<file path="src/rtl/core/esp_pkg.sv">
package esp_pkg;

    localparam int COUNT_W   = 16;
    localparam int SPEED_W   = 29;
    localparam int ERR_W     = 30;
    localparam int GAIN_W    = 16;
    localparam int TARGET_W  = 9;
    localparam int FRAC_W    = 16;
    localparam int COEF_W    = 28;
    localparam int PROD_W    = ERR_W + COEF_W;
    localparam int SUM_W     = 60;
    localparam int DIV_W     = SUM_W;
    localparam int DIV_DIGIT = 4;
    localparam int DIV_STEPS = DIV_W / DIV_DIGIT;
    localparam int DIV_CNT_W = $clog2(DIV_STEPS);
    localparam int REM_W     = 6;
    localparam int QUO_W     = 53;
    localparam int UPD_W     = QUO_W + 1;
    localparam int ACC_W     = 49;
    localparam int MAG_W     = ACC_W - 1 - FRAC_W;
    localparam int DUTY_W    = 13;
    localparam int CFG_IDX_W = 3;
    localparam int CFG_DAT_W = 16;

    localparam int DUTY_LIMIT = 7199;

    localparam logic [COUNT_W-1:0] FOLD_THRESHOLD = 16'd64000;
    localparam logic [COUNT_W-1:0] FOLD_MAX       = 16'hFFFF;
    localparam logic [12:0]        SPEED_SCALE    = 13'd6005;
    localparam logic [REM_W:0]     DIVISOR        = 7'd40;

    localparam logic signed [UPD_W-1:0] ACC_MAX = 54'sd140737488355328;
    localparam logic signed [UPD_W-1:0] ACC_MIN = -54'sd140737488355328;

    localparam logic [CFG_IDX_W-1:0] CFG_RUN_ENABLE   = 3'd0;
    localparam logic [CFG_IDX_W-1:0] CFG_SPEED_TARGET = 3'd1;
    localparam logic [CFG_IDX_W-1:0] CFG_GAIN_P       = 3'd2;
    localparam logic [CFG_IDX_W-1:0] CFG_GAIN_I       = 3'd3;
    localparam logic [CFG_IDX_W-1:0] CFG_GAIN_D       = 3'd4;

    localparam logic signed [TARGET_W-1:0] RST_TARGET = 9'sd2;
    localparam logic [GAIN_W-1:0]          RST_KP     = 16'd950;
    localparam logic [GAIN_W-1:0]          RST_KI     = 16'd830;
    localparam logic [GAIN_W-1:0]          RST_KD     = 16'd320;

    typedef enum logic [3:0] {
        ST_IDLE,
        ST_SPEED,
        ST_ERR,
        ST_MUL_A,
        ST_MUL_B,
        ST_MUL_C,
        ST_SUM,
        ST_DIV_GO,
        ST_DIV,
        ST_UPD,
        ST_DONE
    } t_state;

    typedef enum logic [1:0] {
        MS_SPEED,
        MS_CUR,
        MS_PREV,
        MS_PREV2
    } t_mul_sel;

    typedef struct packed {
        t_mul_sel mul_sel;
        logic     prod_load;
        logic     sum_clr;
        logic     sum_add;
        logic     err_load;
        logic     div_start;
        logic     acc_update;
        logic     out_load;
    } t_ctl;

    typedef struct packed {
        logic             start;
        logic [DIV_W-1:0] dividend;
    } t_div_req;

    typedef struct packed {
        logic             done;
        logic [DIV_W-1:0] quotient;
    } t_div_rsp;

endpackage

</file>
<file path="src/rtl/core/esp_div40.sv">
module esp_div40 (
    input  logic              i_clk,
    input  logic              i_rst_n,
    input  esp_pkg::t_div_req i_req,
    output esp_pkg::t_div_rsp o_rsp
);

    localparam logic [esp_pkg::DIV_CNT_W-1:0] LAST =
        esp_pkg::DIV_CNT_W'(esp_pkg::DIV_STEPS - 1);

    logic                          r_busy;
    logic                          r_done;
    logic [esp_pkg::DIV_CNT_W-1:0] r_cnt;
    logic [esp_pkg::REM_W-1:0]     r_rem;
    logic [esp_pkg::DIV_W-1:0]     r_work;
    logic [esp_pkg::REM_W-1:0]     n_rem;
    logic [esp_pkg::DIV_W-1:0]     n_work;

    // four restoring steps per cycle, remainder stays below the divisor
    always_comb begin
        logic [esp_pkg::REM_W:0]       trial;
        logic [esp_pkg::REM_W-1:0]     rem;
        logic [esp_pkg::DIV_DIGIT-1:0] digit;
        rem   = r_rem;
        digit = '0;
        trial = '0;
        for (int k = 0; k < esp_pkg::DIV_DIGIT; k++) begin
            trial = {rem, r_work[esp_pkg::DIV_W-1-k]};
            if (trial >= esp_pkg::DIVISOR) begin
                rem = esp_pkg::REM_W'(trial - esp_pkg::DIVISOR);
                digit[esp_pkg::DIV_DIGIT-1-k] = 1'b1;
            end else begin
                rem = trial[esp_pkg::REM_W-1:0];
            end
        end
        n_rem  = rem;
        n_work = {r_work[esp_pkg::DIV_W-1-esp_pkg::DIV_DIGIT:0], digit};
    end

    always_ff @(posedge i_clk) begin
        if (!i_rst_n) begin
            r_busy <= 1'b0;
            r_done <= 1'b0;
            r_cnt  <= '0;
        end else begin
            r_done <= 1'b0;
            if (i_req.start) begin
                r_busy <= 1'b1;
                r_cnt  <= '0;
            end else if (r_busy) begin
                r_cnt <= r_cnt + 1'b1;
                if (r_cnt == LAST) begin
                    r_busy <= 1'b0;
                    r_done <= 1'b1;
                end
            end
        end
    end

    always_ff @(posedge i_clk) begin
        if (i_req.start) begin
            r_rem  <= '0;
            r_work <= i_req.dividend;
        end else if (r_busy) begin
            r_rem  <= n_rem;
            r_work <= n_work;
        end
    end

    assign o_rsp = '{done: r_done, quotient: r_work};

endmodule

</file>
<file path="src/rtl/core/encoder_speed_pid_pwm.sv">
// Encoder speed loop: each accepted word is one encoder count per 50 ms tick; the block folds
// reverse counts, converts the count to an unsigned Q13.16 speed, runs a Tustin incremental
// PID on the error and returns one word with the limited PWM duty, its limit and sign flags
// and the speed. One signed multiplier (30 x 28 bits) serves the speed scaling and the three
// PID terms, and the increment is divided by 40 in a separate unit that retires four quotient
// bits a cycle; the result is registered. When the controller is disabled the PID steps are
// skipped and the duty and flags are zero. Only one word is in work at a time; the next is
// taken as soon as the result sits in the output register, even if it has not yet been
// taken. Configuration writes are always ready and must only be issued while the block is
// idle.
module encoder_speed_pid_pwm (
    input  logic                           i_clk,
    input  logic                           i_rst_n,
    input  logic                           i_in_valid,
    output logic                           o_in_stall,
    input  logic [esp_pkg::COUNT_W-1:0]    i_encoder_count,
    output logic                           o_out_valid,
    input  logic                           i_out_stall,
    output logic [esp_pkg::DUTY_W-1:0]     o_pwm_duty,
    output logic                           o_duty_limited,
    output logic                           o_demand_negative,
    output logic [esp_pkg::SPEED_W-1:0]    o_measured_speed,
    input  logic                           i_cfg_valid,
    output logic                           o_cfg_ready,
    input  logic [esp_pkg::CFG_IDX_W-1:0]  i_cfg_index,
    input  logic [esp_pkg::CFG_DAT_W-1:0]  i_cfg_data
);

    esp_pkg::t_state   r_state;
    esp_pkg::t_state   n_state;
    esp_pkg::t_ctl     w_ctl;
    esp_pkg::t_div_req w_div_req;
    esp_pkg::t_div_rsp w_div_rsp;

    logic                                  r_run_en;
    logic signed [esp_pkg::TARGET_W-1:0]   r_target;
    logic [esp_pkg::GAIN_W-1:0]            r_kp;
    logic [esp_pkg::GAIN_W-1:0]            r_ki;
    logic [esp_pkg::GAIN_W-1:0]            r_kd;

    logic [esp_pkg::COUNT_W-1:0]           r_count;
    logic signed [esp_pkg::COEF_W-1:0]     r_ca;
    logic signed [esp_pkg::COEF_W-1:0]     r_cb;
    logic signed [esp_pkg::COEF_W-1:0]     r_cc;
    logic [esp_pkg::SPEED_W-1:0]           r_speed;
    logic signed [esp_pkg::ERR_W-1:0]      r_err;
    logic signed [esp_pkg::ERR_W-1:0]      r_e1;
    logic signed [esp_pkg::ERR_W-1:0]      r_e2;
    logic signed [esp_pkg::PROD_W-1:0]     r_prod;
    logic signed [esp_pkg::SUM_W-1:0]      r_sum;
    logic                                  r_div_neg;
    logic signed [esp_pkg::ACC_W-1:0]      r_acc;

    logic                                  r_out_valid;
    logic [esp_pkg::DUTY_W-1:0]            r_pwm_duty;
    logic                                  r_duty_limited;
    logic                                  r_demand_negative;
    logic [esp_pkg::SPEED_W-1:0]           r_measured_speed;

    logic                                  w_accept;
    logic                                  w_out_free;
    logic [esp_pkg::COUNT_W-1:0]           w_fold;
    logic signed [esp_pkg::COEF_W-1:0]     w_kp;
    logic signed [esp_pkg::COEF_W-1:0]     w_ki;
    logic signed [esp_pkg::COEF_W-1:0]     w_kd;
    logic signed [esp_pkg::COEF_W-1:0]     w_ca;
    logic signed [esp_pkg::COEF_W-1:0]     w_cb;
    logic signed [esp_pkg::COEF_W-1:0]     w_cc;
    logic signed [esp_pkg::ERR_W-1:0]      w_mul_a;
    logic signed [esp_pkg::COEF_W-1:0]     w_mul_b;
    logic signed [esp_pkg::PROD_W-1:0]     w_prod;
    logic signed [esp_pkg::ERR_W-1:0]      w_err;
    logic signed [esp_pkg::UPD_W-1:0]      w_quo;
    logic signed [esp_pkg::UPD_W-1:0]      w_inc;
    logic signed [esp_pkg::UPD_W-1:0]      w_u;
    logic signed [esp_pkg::UPD_W-1:0]      w_u_sat;
    logic signed [esp_pkg::ACC_W-1:0]      w_abs;
    logic [esp_pkg::MAG_W-1:0]             w_mag;
    logic                                  w_lim;

    assign o_in_stall  = (r_state != esp_pkg::ST_IDLE);
    assign o_cfg_ready = 1'b1;
    assign w_accept    = i_in_valid && !o_in_stall;
    assign w_out_free  = !r_out_valid || !i_out_stall;

    assign w_fold = (i_encoder_count > esp_pkg::FOLD_THRESHOLD) ?
                    esp_pkg::FOLD_MAX - i_encoder_count : i_encoder_count;

    assign w_kp = $signed(esp_pkg::COEF_W'(r_kp));
    assign w_ki = $signed(esp_pkg::COEF_W'(r_ki));
    assign w_kd = $signed(esp_pkg::COEF_W'(r_kd));
    assign w_ca = (w_kp <<< 5) + (w_kp <<< 3) + w_ki
                + (w_kd <<< 9) + (w_kd <<< 8) + (w_kd <<< 5);
    assign w_cb = w_ki - (w_kd <<< 10) - (w_kd <<< 9) - (w_kd <<< 6)
                - (w_kp <<< 5) - (w_kp <<< 3);
    assign w_cc = (w_kd <<< 9) + (w_kd <<< 8) + (w_kd <<< 5);

    always_comb begin
        n_state = r_state;
        unique case (r_state)
            esp_pkg::ST_IDLE:   if (w_accept) n_state = esp_pkg::ST_SPEED;
            esp_pkg::ST_SPEED:  n_state = esp_pkg::ST_ERR;
            esp_pkg::ST_ERR:    n_state = r_run_en ? esp_pkg::ST_MUL_A : esp_pkg::ST_DONE;
            esp_pkg::ST_MUL_A:  n_state = esp_pkg::ST_MUL_B;
            esp_pkg::ST_MUL_B:  n_state = esp_pkg::ST_MUL_C;
            esp_pkg::ST_MUL_C:  n_state = esp_pkg::ST_SUM;
            esp_pkg::ST_SUM:    n_state = esp_pkg::ST_DIV_GO;
            esp_pkg::ST_DIV_GO: n_state = esp_pkg::ST_DIV;
            esp_pkg::ST_DIV:    if (w_div_rsp.done) n_state = esp_pkg::ST_UPD;
            esp_pkg::ST_UPD:    n_state = esp_pkg::ST_DONE;
            esp_pkg::ST_DONE:   if (w_out_free) n_state = esp_pkg::ST_IDLE;
            default:            n_state = esp_pkg::ST_IDLE;
        endcase
    end

    always_comb begin
        w_ctl = '{mul_sel: esp_pkg::MS_SPEED, default: 1'b0};
        unique case (r_state)
            esp_pkg::ST_SPEED: begin
                w_ctl.mul_sel   = esp_pkg::MS_SPEED;
                w_ctl.prod_load = 1'b1;
            end
            esp_pkg::ST_ERR: begin
                w_ctl.err_load = 1'b1;
            end
            esp_pkg::ST_MUL_A: begin
                w_ctl.mul_sel   = esp_pkg::MS_CUR;
                w_ctl.prod_load = 1'b1;
            end
            esp_pkg::ST_MUL_B: begin
                w_ctl.mul_sel   = esp_pkg::MS_PREV;
                w_ctl.prod_load = 1'b1;
                w_ctl.sum_clr   = 1'b1;
            end
            esp_pkg::ST_MUL_C: begin
                w_ctl.mul_sel   = esp_pkg::MS_PREV2;
                w_ctl.prod_load = 1'b1;
                w_ctl.sum_add   = 1'b1;
            end
            esp_pkg::ST_SUM: begin
                w_ctl.sum_add = 1'b1;
            end
            esp_pkg::ST_DIV_GO: begin
                w_ctl.div_start = 1'b1;
            end
            esp_pkg::ST_UPD: begin
                w_ctl.acc_update = 1'b1;
            end
            esp_pkg::ST_DONE: begin
                w_ctl.out_load = w_out_free;
            end
            default: begin
                w_ctl.prod_load = 1'b0;
            end
        endcase
    end

    always_comb begin
        unique case (w_ctl.mul_sel)
            esp_pkg::MS_SPEED: begin
                w_mul_a = $signed(esp_pkg::ERR_W'(r_count));
                w_mul_b = $signed(esp_pkg::COEF_W'(esp_pkg::SPEED_SCALE));
            end
            esp_pkg::MS_CUR: begin
                w_mul_a = r_err;
                w_mul_b = r_ca;
            end
            esp_pkg::MS_PREV: begin
                w_mul_a = r_e1;
                w_mul_b = r_cb;
            end
            esp_pkg::MS_PREV2: begin
                w_mul_a = r_e2;
                w_mul_b = r_cc;
            end
            default: begin
                w_mul_a = '0;
                w_mul_b = '0;
            end
        endcase
    end

    assign w_prod = w_mul_a * w_mul_b;

    assign w_err = esp_pkg::ERR_W'($signed({r_target, {esp_pkg::FRAC_W{1'b0}}}))
                 - $signed(esp_pkg::ERR_W'(r_prod[esp_pkg::SPEED_W-1:0]));

    assign w_div_req = '{
        start:    w_ctl.div_start,
        dividend: r_sum[esp_pkg::SUM_W-1] ? esp_pkg::DIV_W'(-r_sum) : esp_pkg::DIV_W'(r_sum)
    };

    esp_div40 u_div (
        .i_clk   (i_clk),
        .i_rst_n (i_rst_n),
        .i_req   (w_div_req),
        .o_rsp   (w_div_rsp)
    );

    assign w_quo   = $signed({1'b0, w_div_rsp.quotient[esp_pkg::QUO_W-1:0]});
    assign w_inc   = r_div_neg ? -w_quo : w_quo;
    assign w_u     = esp_pkg::UPD_W'(r_acc) + w_inc;
    assign w_u_sat = (w_u > esp_pkg::ACC_MAX) ? esp_pkg::ACC_MAX :
                     (w_u < esp_pkg::ACC_MIN) ? esp_pkg::ACC_MIN : w_u;

    assign w_abs = r_acc[esp_pkg::ACC_W-1] ? -r_acc : r_acc;
    assign w_mag = w_abs[esp_pkg::ACC_W-2:esp_pkg::FRAC_W];
    assign w_lim = w_mag > esp_pkg::MAG_W'(esp_pkg::DUTY_LIMIT);

    always_ff @(posedge i_clk) begin
        if (!i_rst_n) begin
            r_state     <= esp_pkg::ST_IDLE;
            r_run_en    <= 1'b0;
            r_target    <= esp_pkg::RST_TARGET;
            r_kp        <= esp_pkg::RST_KP;
            r_ki        <= esp_pkg::RST_KI;
            r_kd        <= esp_pkg::RST_KD;
            r_acc       <= '0;
            r_e1        <= '0;
            r_e2        <= '0;
            r_out_valid <= 1'b0;
        end else begin
            r_state <= n_state;
            if (i_cfg_valid && o_cfg_ready) begin
                unique case (i_cfg_index)
                    esp_pkg::CFG_RUN_ENABLE:   r_run_en <= i_cfg_data[0];
                    esp_pkg::CFG_SPEED_TARGET: r_target <= $signed(i_cfg_data[esp_pkg::TARGET_W-1:0]);
                    esp_pkg::CFG_GAIN_P:       r_kp     <= i_cfg_data;
                    esp_pkg::CFG_GAIN_I:       r_ki     <= i_cfg_data;
                    esp_pkg::CFG_GAIN_D:       r_kd     <= i_cfg_data;
                    default:                   r_run_en <= r_run_en;
                endcase
            end
            if (w_ctl.acc_update) begin
                r_acc <= esp_pkg::ACC_W'(w_u_sat);
                r_e2  <= r_e1;
                r_e1  <= r_err;
            end
            if (w_ctl.out_load) begin
                r_out_valid <= 1'b1;
            end else if (!i_out_stall) begin
                r_out_valid <= 1'b0;
            end
        end
    end

    always_ff @(posedge i_clk) begin
        if (w_accept) begin
            r_count <= w_fold;
            r_ca    <= w_ca;
            r_cb    <= w_cb;
            r_cc    <= w_cc;
        end
        if (w_ctl.prod_load) begin
            r_prod <= w_prod;
        end
        if (w_ctl.err_load) begin
            r_speed <= r_prod[esp_pkg::SPEED_W-1:0];
            r_err   <= w_err;
        end
        if (w_ctl.sum_clr) begin
            r_sum <= esp_pkg::SUM_W'(r_prod);
        end else if (w_ctl.sum_add) begin
            r_sum <= r_sum + esp_pkg::SUM_W'(r_prod);
        end
        if (w_ctl.div_start) begin
            r_div_neg <= r_sum[esp_pkg::SUM_W-1];
        end
        if (w_ctl.out_load) begin
            r_measured_speed <= r_speed;
            if (r_run_en) begin
                r_pwm_duty        <= w_lim ? esp_pkg::DUTY_W'(esp_pkg::DUTY_LIMIT)
                                           : w_mag[esp_pkg::DUTY_W-1:0];
                r_duty_limited    <= w_lim;
                r_demand_negative <= r_acc[esp_pkg::ACC_W-1];
            end else begin
                r_pwm_duty        <= '0;
                r_duty_limited    <= 1'b0;
                r_demand_negative <= 1'b0;
            end
        end
    end

    assign o_out_valid       = r_out_valid;
    assign o_pwm_duty        = r_pwm_duty;
    assign o_duty_limited    = r_duty_limited;
    assign o_demand_negative = r_demand_negative;
    assign o_measured_speed  = r_measured_speed;

    a_accept_busy: assert property (@(posedge i_clk) disable iff (!i_rst_n)
        w_accept |=> o_in_stall)
        else $error("block ready straight after taking a word");

    a_acc_range: assert property (@(posedge i_clk) disable iff (!i_rst_n)
        (r_acc <= esp_pkg::ACC_W'(esp_pkg::ACC_MAX)) &&
        (r_acc >= esp_pkg::ACC_W'(esp_pkg::ACC_MIN)))
        else $error("output accumulator outside saturation range");

    a_duty_limit: assert property (@(posedge i_clk) disable iff (!i_rst_n)
        (o_out_valid && o_duty_limited) |->
        (o_pwm_duty == esp_pkg::DUTY_W'(esp_pkg::DUTY_LIMIT)))
        else $error("limited duty not at the limit value");

    a_div_state: assert property (@(posedge i_clk) disable iff (!i_rst_n)
        w_div_rsp.done |-> (r_state == esp_pkg::ST_DIV))
        else $error("divider finished outside its wait state");

endmodule
</file>
<file path="config.mk">
export PLATFORM = sky130hd
export DESIGN_NAME = encoder_speed_pid_pwm
export DESIGN_NICKNAME = d
export VERILOG_FILES = /design/src/rtl/core/esp_pkg.sv /design/src/rtl/core/esp_div40.sv /design/src/rtl/core/encoder_speed_pid_pwm.sv
export SDC_FILE = /design/constraint.sdc
export NUM_CORES = 2
export LEC_CHECK = 0
export BUFFER_PORTS_ARGS = -buffer_cell sky130_fd_sc_hd__clkbuf_2
export CAP_MARGIN = 30
export CORE_ASPECT_RATIO = 0.6
export CORE_MARGIN = 1
export CORE_UTILIZATION = 30
export DETAILED_ROUTE_END_ITERATION = 8
export GPL_ROUTABILITY_DRIVEN = 0
export SYNTH_ARGS = -nofsm -noshare
export SYNTH_HDL_FRONTEND = slang
export SYNTH_SLANG_ARGS = --single-unit
</file>
<file path="constraint.sdc">
create_clock -name i_clk -period 8.95 [get_ports i_clk]
set_input_delay 0.895 -clock i_clk [delete_from_list [all_inputs] [get_ports i_clk]]
set_output_delay 0.895 -clock i_clk [all_outputs]
set_load 0.005 [all_outputs]
</file>
* Word level (Yosys, flattened, before mapping)
Cells that the tools add are included.
** Word-level totals
- Logic and storage cells :: 149
- Bits in registers :: 566
- Input bits :: 40
- Output and inout bits :: 47
** Cells by class
- $mul :: 1
- Reduce and logical (&&, ||, !) cells :: 22
- Bitwise operators :: 3
- $add $sub $neg :: 24
- Eq/ne operators :: 22
- Order comparisons :: 8
- Muxes and demuxes :: 40
** Operator list (count)
- two-way mux 60 bit :: 5
- case mux 30 bit (4 select lines) :: 1
- case mux 28 bit (4 select lines) :: 1
- two-way mux 49 bit :: 2
- adder 60 x 58 -> 60 bit :: 1
- negator 60 bit :: 1
- multiplier 30 x 28 -> 58 bit :: 1
- adder 49 x 54 -> 54 bit :: 1
- > comparator 54 x 49 -> 1 bit, second input constant :: 1
- less-than comparator 54 x 48 -> 1 bit, second input constant :: 1
- two-way mux 54 bit :: 1
- negator 53 -> 54 bit :: 1
- two-way mux 48 bit :: 1
- negator 48 bit :: 1
- case mux 4 bit (11 select lines) :: 1
- > comparator 32 x 13 -> 1 bit, second input constant :: 1
- subtractor 25 x 30 -> 30 bit :: 1
- adder 27 x 21 -> 28 bit :: 1
- greater-or-equal comparator 7 x 6 -> 1 bit, second input constant :: 4
- subtractor 27 x 26 -> 28 bit :: 1
- subtractor 28 x 20 -> 28 bit :: 1
- subtractor 28 x 22 -> 28 bit :: 1
- subtractor 28 x 23 -> 28 bit :: 1
- adder 26 x 21 -> 27 bit :: 1
- 41 further kinds :: 88

* Depth between registers and ports, before layout
- Depth after elaboration :: 10
- Mapped depth :: 38
- Depth with buffers taken out :: 34

* Hierarchy
Synthesis repeated with hierarchy kept, for this count alone.
** Unflattened totals
- Cell total of the unflattened synthesis :: 7242
- Area, all modules :: 67205.7 µm²
** By module, submodules not included
- encoder_speed_pid_pwm :: cells each 6989, area an instance 63682.3 µm², sequential area each 12812.3 µm², times used 1
- esp_div40 :: cells each 253, area an instance 3523.4 µm², sequential area each 2042.0 µm², times used 1

* Worst setup path before layout
OpenSTA, ideal clock, no wires.
- Kind :: reg2reg
- From :: reg r_state[1]
- To :: reg r_prod[56] (netlist name) (data pin)
- Arrival time :: 9.248 ns
- Data required time :: 8.692 ns
- Slack :: -0.555 ns
- Cell stages (with the launch flop) :: 36
- Period minus slack after synthesis :: 9.505 ns
- Buffers on the path :: 6
- Path through :: dfxtp_1 > clkbuf_1 > nor3_1 > clkbuf_1 > clkbuf_1 > buf_1 > clkbuf_1 > o21a_1 > clkbuf_1 > nand2_1 > fa_1 > inv_1 > fa_1 > fa_1 > inv_1 > fa_1 > inv_1 > fa_1 > fa_1 > fa_1 > inv_1 > fa_1 > inv_1 > ha_1 > a21o_1 > a31oi_1 > o221ai_1 > o221ai_1 > a21oi_1 > a31o_2 > a211oi_1 > nor3_1 > nand2b_1 > a41o_1 > a21oi_1 > xnor2_1
** On the way
- Word-level cells in the longest chain between the ends :: 5
** Ends and longest elaborated chain
- start: declaration :: RTL line encoder_speed_pid_pwm.sv:29 : esp_pkg::t_state r_state;
- start signal: assignment :: RTL line encoder_speed_pid_pwm.sv:212 : r_state <= esp_pkg::ST_IDLE;
- start signal: assignment :: RTL line encoder_speed_pid_pwm.sv:223 : r_state <= n_state;
- equality test 4 x 3 -> 1 bit / equality test 4 x 2 -> 1 bit (equally long branches) :: RTL line encoder_speed_pid_pwm.sv:118 : unique case (r_state)
- case mux 2 bit (3 select lines) * :: RTL line encoder_speed_pid_pwm.sv:118
- equality test 2 bit, or another cell as far along :: RTL line encoder_speed_pid_pwm.sv:159 : unique case (w_ctl.mul_sel)
- case mux 30 bit (4 select lines) / case mux 28 bit (4 select lines) (equally long branches) :: RTL line encoder_speed_pid_pwm.sv:159
- multiplier 30 x 28 -> 58 bit * :: RTL line encoder_speed_pid_pwm.sv:183 : assign w_prod = w_mul_a * w_mul_b;
- net w_prod (one bit) :: RTL line encoder_speed_pid_pwm.sv:71 : logic signed [esp_pkg::PROD_W-1:0] w_prod;
- end signal: assignment :: RTL line encoder_speed_pid_pwm.sv:255 : r_prod <= w_prod;
- end: declaration :: RTL line encoder_speed_pid_pwm.sv:49 : logic signed [esp_pkg::PROD_W-1:0] r_prod;
Mark *: on every way through the listed nets, which the timed path passes. The rest lies on a longest branch.
A chain may end at the register's enable or synchronous reset.

* Final worst setup path
- From :: reg r_state[3]
- To :: reg r_prod[56] (netlist name) (data pin)
Same word-level chain as after synthesis.

==> flow_summary.json <==
{
  "timing.setup.tns_ps": -2084,
  "drt-vias-per-instance": 5.288,
  "drive_above_1_share": 0.1452,
  "synthMuxAreaShare": 0.002859,
  "min_path_cells": 0,
  "timing.final.crit_share": 1.033,
  "cts_tree": "yes",
  "cts-root-buf": "clkbuf_16",
  "whs_endpoint": "o_measured_speed[23]",
  "clk_latency_ps": 670,
  "grt_max_degree": 82,
  "die_h_um": 366.7,
  "outcome": "finished with violations",
  "layout_commonest_cell": "inv_1",
  "maxSlewHeadroom": 0.3217,
  "dpl.hpwl_um": 204300,
  "clock-sinks": 556,
  "critPathMaxStageDelay_ps": 770,
  "clk_pin_slew_worst_paths_ps": 80,
  "area_growth_pct": 17.58,
  "ctsHoldBuffers": 0,
  "synthesis.nets": 8641,
  "cpMostUsedCell": "fa_2",
  "finalSetupViolCount": 11,
  "grt_pass1_wl_um": 359000,
  "maxCapViolCount": 0,
  "dr.pass1.iters": 9,
  "synth_compound_area_frac": 0.1218,
  "ys_warn_count": 0,
  "wirelength_um": 246400,
  "num_vias": 56222,
  "syn_area_sq_um": 66510,
  "critPathSlowestCell": "fa_2",
  "dr.first_iter.drc_count": 6894,
  "skew_ps": 37.04,
  "synth_edf_count": 372,
  "coreArea_sq_um": 219700,
  "grt_antenna_before_repair": 11,
  "crit_type": "flop to flop",
  "synth_top_family_by_area": "adder cells",
  "first_global_vias": 54848,
  "grt_overflow": 0,
  "hold_class": "flop to flop",
  "portBuffers": 85,
  "die_width_um": 609.9,
  "synth-seq-cells": 556,
  "cp_max_fo": 12,
  "final_cell_mix": "inv_1, nand2_1, fa_1",
  "fmax_ghz": 0.1082,
  "crit_path_end_kind": "flop",
  "tightest_slew_ps": 1011,
  "regToRegSetupSlack_ps": -290,
  "cts-buffers-inserted": 50,
  "yosys.cell_types.count": 95,
  "required_ps": 9360,
  "hold_viol": 0,
  "yosysSeqAreaShare": 0.2233,
  "remaining_drc_errors": 0,
  "synth-xor-area-share": 0.04846,
  "start_util": 0.3028,
  "synth_area_per_cell_sq_um": 9.258,
  "fin_ws_ps": -291.9,
  "rsz0062_at_grt": "yes",
  "netlist_instances": 7184,
  "antenna_left": 0,
  "routedWlPerCell_um": 23.18,
  "cts-htree-levels": 2,
  "holdCritStartpoint": "r_speed[23]",
  "finalMaxSlewViolations": 0,
  "min_period_ps": 9242,
  "arrival_ps": 9660,
  "r2r_start": "r_state[3]",
  "die-area_sq_um": 223700,
  "nNetsFinal": 9134,
  "grt_usage": 0.2153,
  "ios": 87,
  "rr_worst_depth": 34,
  "r2r_end": "r_prod[56]",
  "synth_simple_gate_area_frac": 0.1473,
  "start_kind": "flop",
  "synth-async-reset-ratio": 0,
  "rows": 133,
  "violations": "setup timing",
  "synth_ff_type": "edfxtp_1",
  "synthAdderAreaFrac": 0.3770,
  "clockBufferDepth": 3
}
==> logic make-up (layout without fill, tap and decap cells) <==
logic type | after synthesis | after routing
buffers and inverters | 1357 | 1892
other | 1 | 11
and+or+nand+nor | 2240 | 2240
muxes | 17 | 17
AOI/OAI and AO/OA | 1228 | 1228
adders and majority gates | 1417 | 1417
DFF | 556 | 556
xor gates and xnor gates | 368 | 368
==> cells in the mapped netlist (35+ instances only) <==
| cell | number | share of area |
|---|---|---|
| nor2_1 | 688 | 0.039 |
| edfxtp_1 | 372 | 0.17 |
| a21oi_1 | 266 | 0.020 |
| fa_1 | 978 | 0.29 |
| o31ai_1 | 51 | 0.0058 |
| a21boi_0 | 114 | 0.013 |
| clkbuf_1 | 256 | 0.014 |
| xor2_1 | 143 | 0.019 |
| inv_1 | 1053 | 0.059 |
| o21ai_0 | 189 | 0.014 |
| a21o_1 | 103 | 0.012 |
| nand2b_1 | 61 | 0.0057 |
| o21ai_1 | 102 | 0.0077 |
| and2_1 | 61 | 0.0057 |
| o21a_1 | 59 | 0.0067 |
| a32oi_1 | 46 | 0.0061 |
| nand2_1 | 976 | 0.055 |
| nor2b_1 | 35 | 0.0033 |
| a22oi_1 | 42 | 0.0047 |
| ha_1 | 439 | 0.083 |
| nand3_1 | 116 | 0.0087 |
| nand4_1 | 35 | 0.0033 |
| xnor2_1 | 225 | 0.030 |
| nor3_1 | 58 | 0.0044 |
| dfxtp_1 | 184 | 0.055 |
==> routing by layer <==
metal | routed length, um | global-route usage | vias to the layer above
li1 | - | - | 24478
met1 | 107900 | 0.3111 | 27671
met2 | 85890 | 0.2586 | 3616
met3 | 44240 | 0.1315 | 423
met4 | 5831 | 0.04106 | 34
met5 | 2560 | 0.06662 | -
==> worst max-delay path by stage <==
stage,slack (ps),to,cells past startpoint,start
2_1_floorplan,9,r_prod[57],35,r_state[1]
3_3_place_gp,-1050,r_prod[57],34,r_state[2]
3_5_place_dp,-1020,r_prod[57],33,r_state[0]
4_1_cts,-20,r_prod[57],39,r_state[3]
5_1_grt,-390,r_prod[57],33,r_state[0]
6_report,-290,r_prod[56],34,r_state[3]
==> sequential cells by signal, indices dropped and copies added, names as in the netlist, 4 cells and up <==
signal            count
r_acc                49
r_count              16
o_pwm_duty           13
o_measured_speed     29
r_cb                 27
r_prod               58
u_div.r_cnt           4
r_e1                 30
r_ki                 16
r_kp                 16
r_state               4
u_div.r_rem           6
r_ca                 27
r_e2                 30
u_div.r_work         60
r_err                29
r_sum                60
r_target              9
r_cc                 21
r_kd                 16
r_speed              29
==> per-stage QoR <==
stage               instance area [sq um]  hold slack [ps]  utilization  worst slack (ps)  std cells
floorplan                           66580            400.3            -             9.123       7184
global placement                    74410            405.2       0.3387             -1051      10463
detailed placement                  74440            405.4       0.3389             -1023      10465
CTS                                 77580            417.5       0.3532            -15.04      10599
global route                        78190            425.0       0.3560            -388.0      10625
finish                              78200            416.3       0.3560            -291.9      10631
==> final cells by class <==
cell class                 count  area [sq um]
multi-input combinational   5271         47530
timing repair buffer         744          6382
sequential                   556         14870
clock inverter                35         440.4
inverter                    1054          3960
antenna                       10         25.02
tap                         2902          3631
fill                       22014        141500
clock buffer                  59          1369
==> what timing repair did <==
item                       in CTS  in global routing
gates cloned                    2                  0
pin swaps                     107                 81
setup endpoints to repair      25                 21
setup buffers                  38                 20
gates resized for setup       235                114
==> critical path, delay by kind of cell (launching register included) <==
kind            cells  cell delay (ps)
simple gates        6              850
buf+inv             8             1180
xor+xnor            1               70
compound gates     10             1940
flops               1              340
fa+ha+maj           9             4580
Power is not shown: default switching activity piles up to over one toggle a cycle in this logic, so the estimate is an artifact.
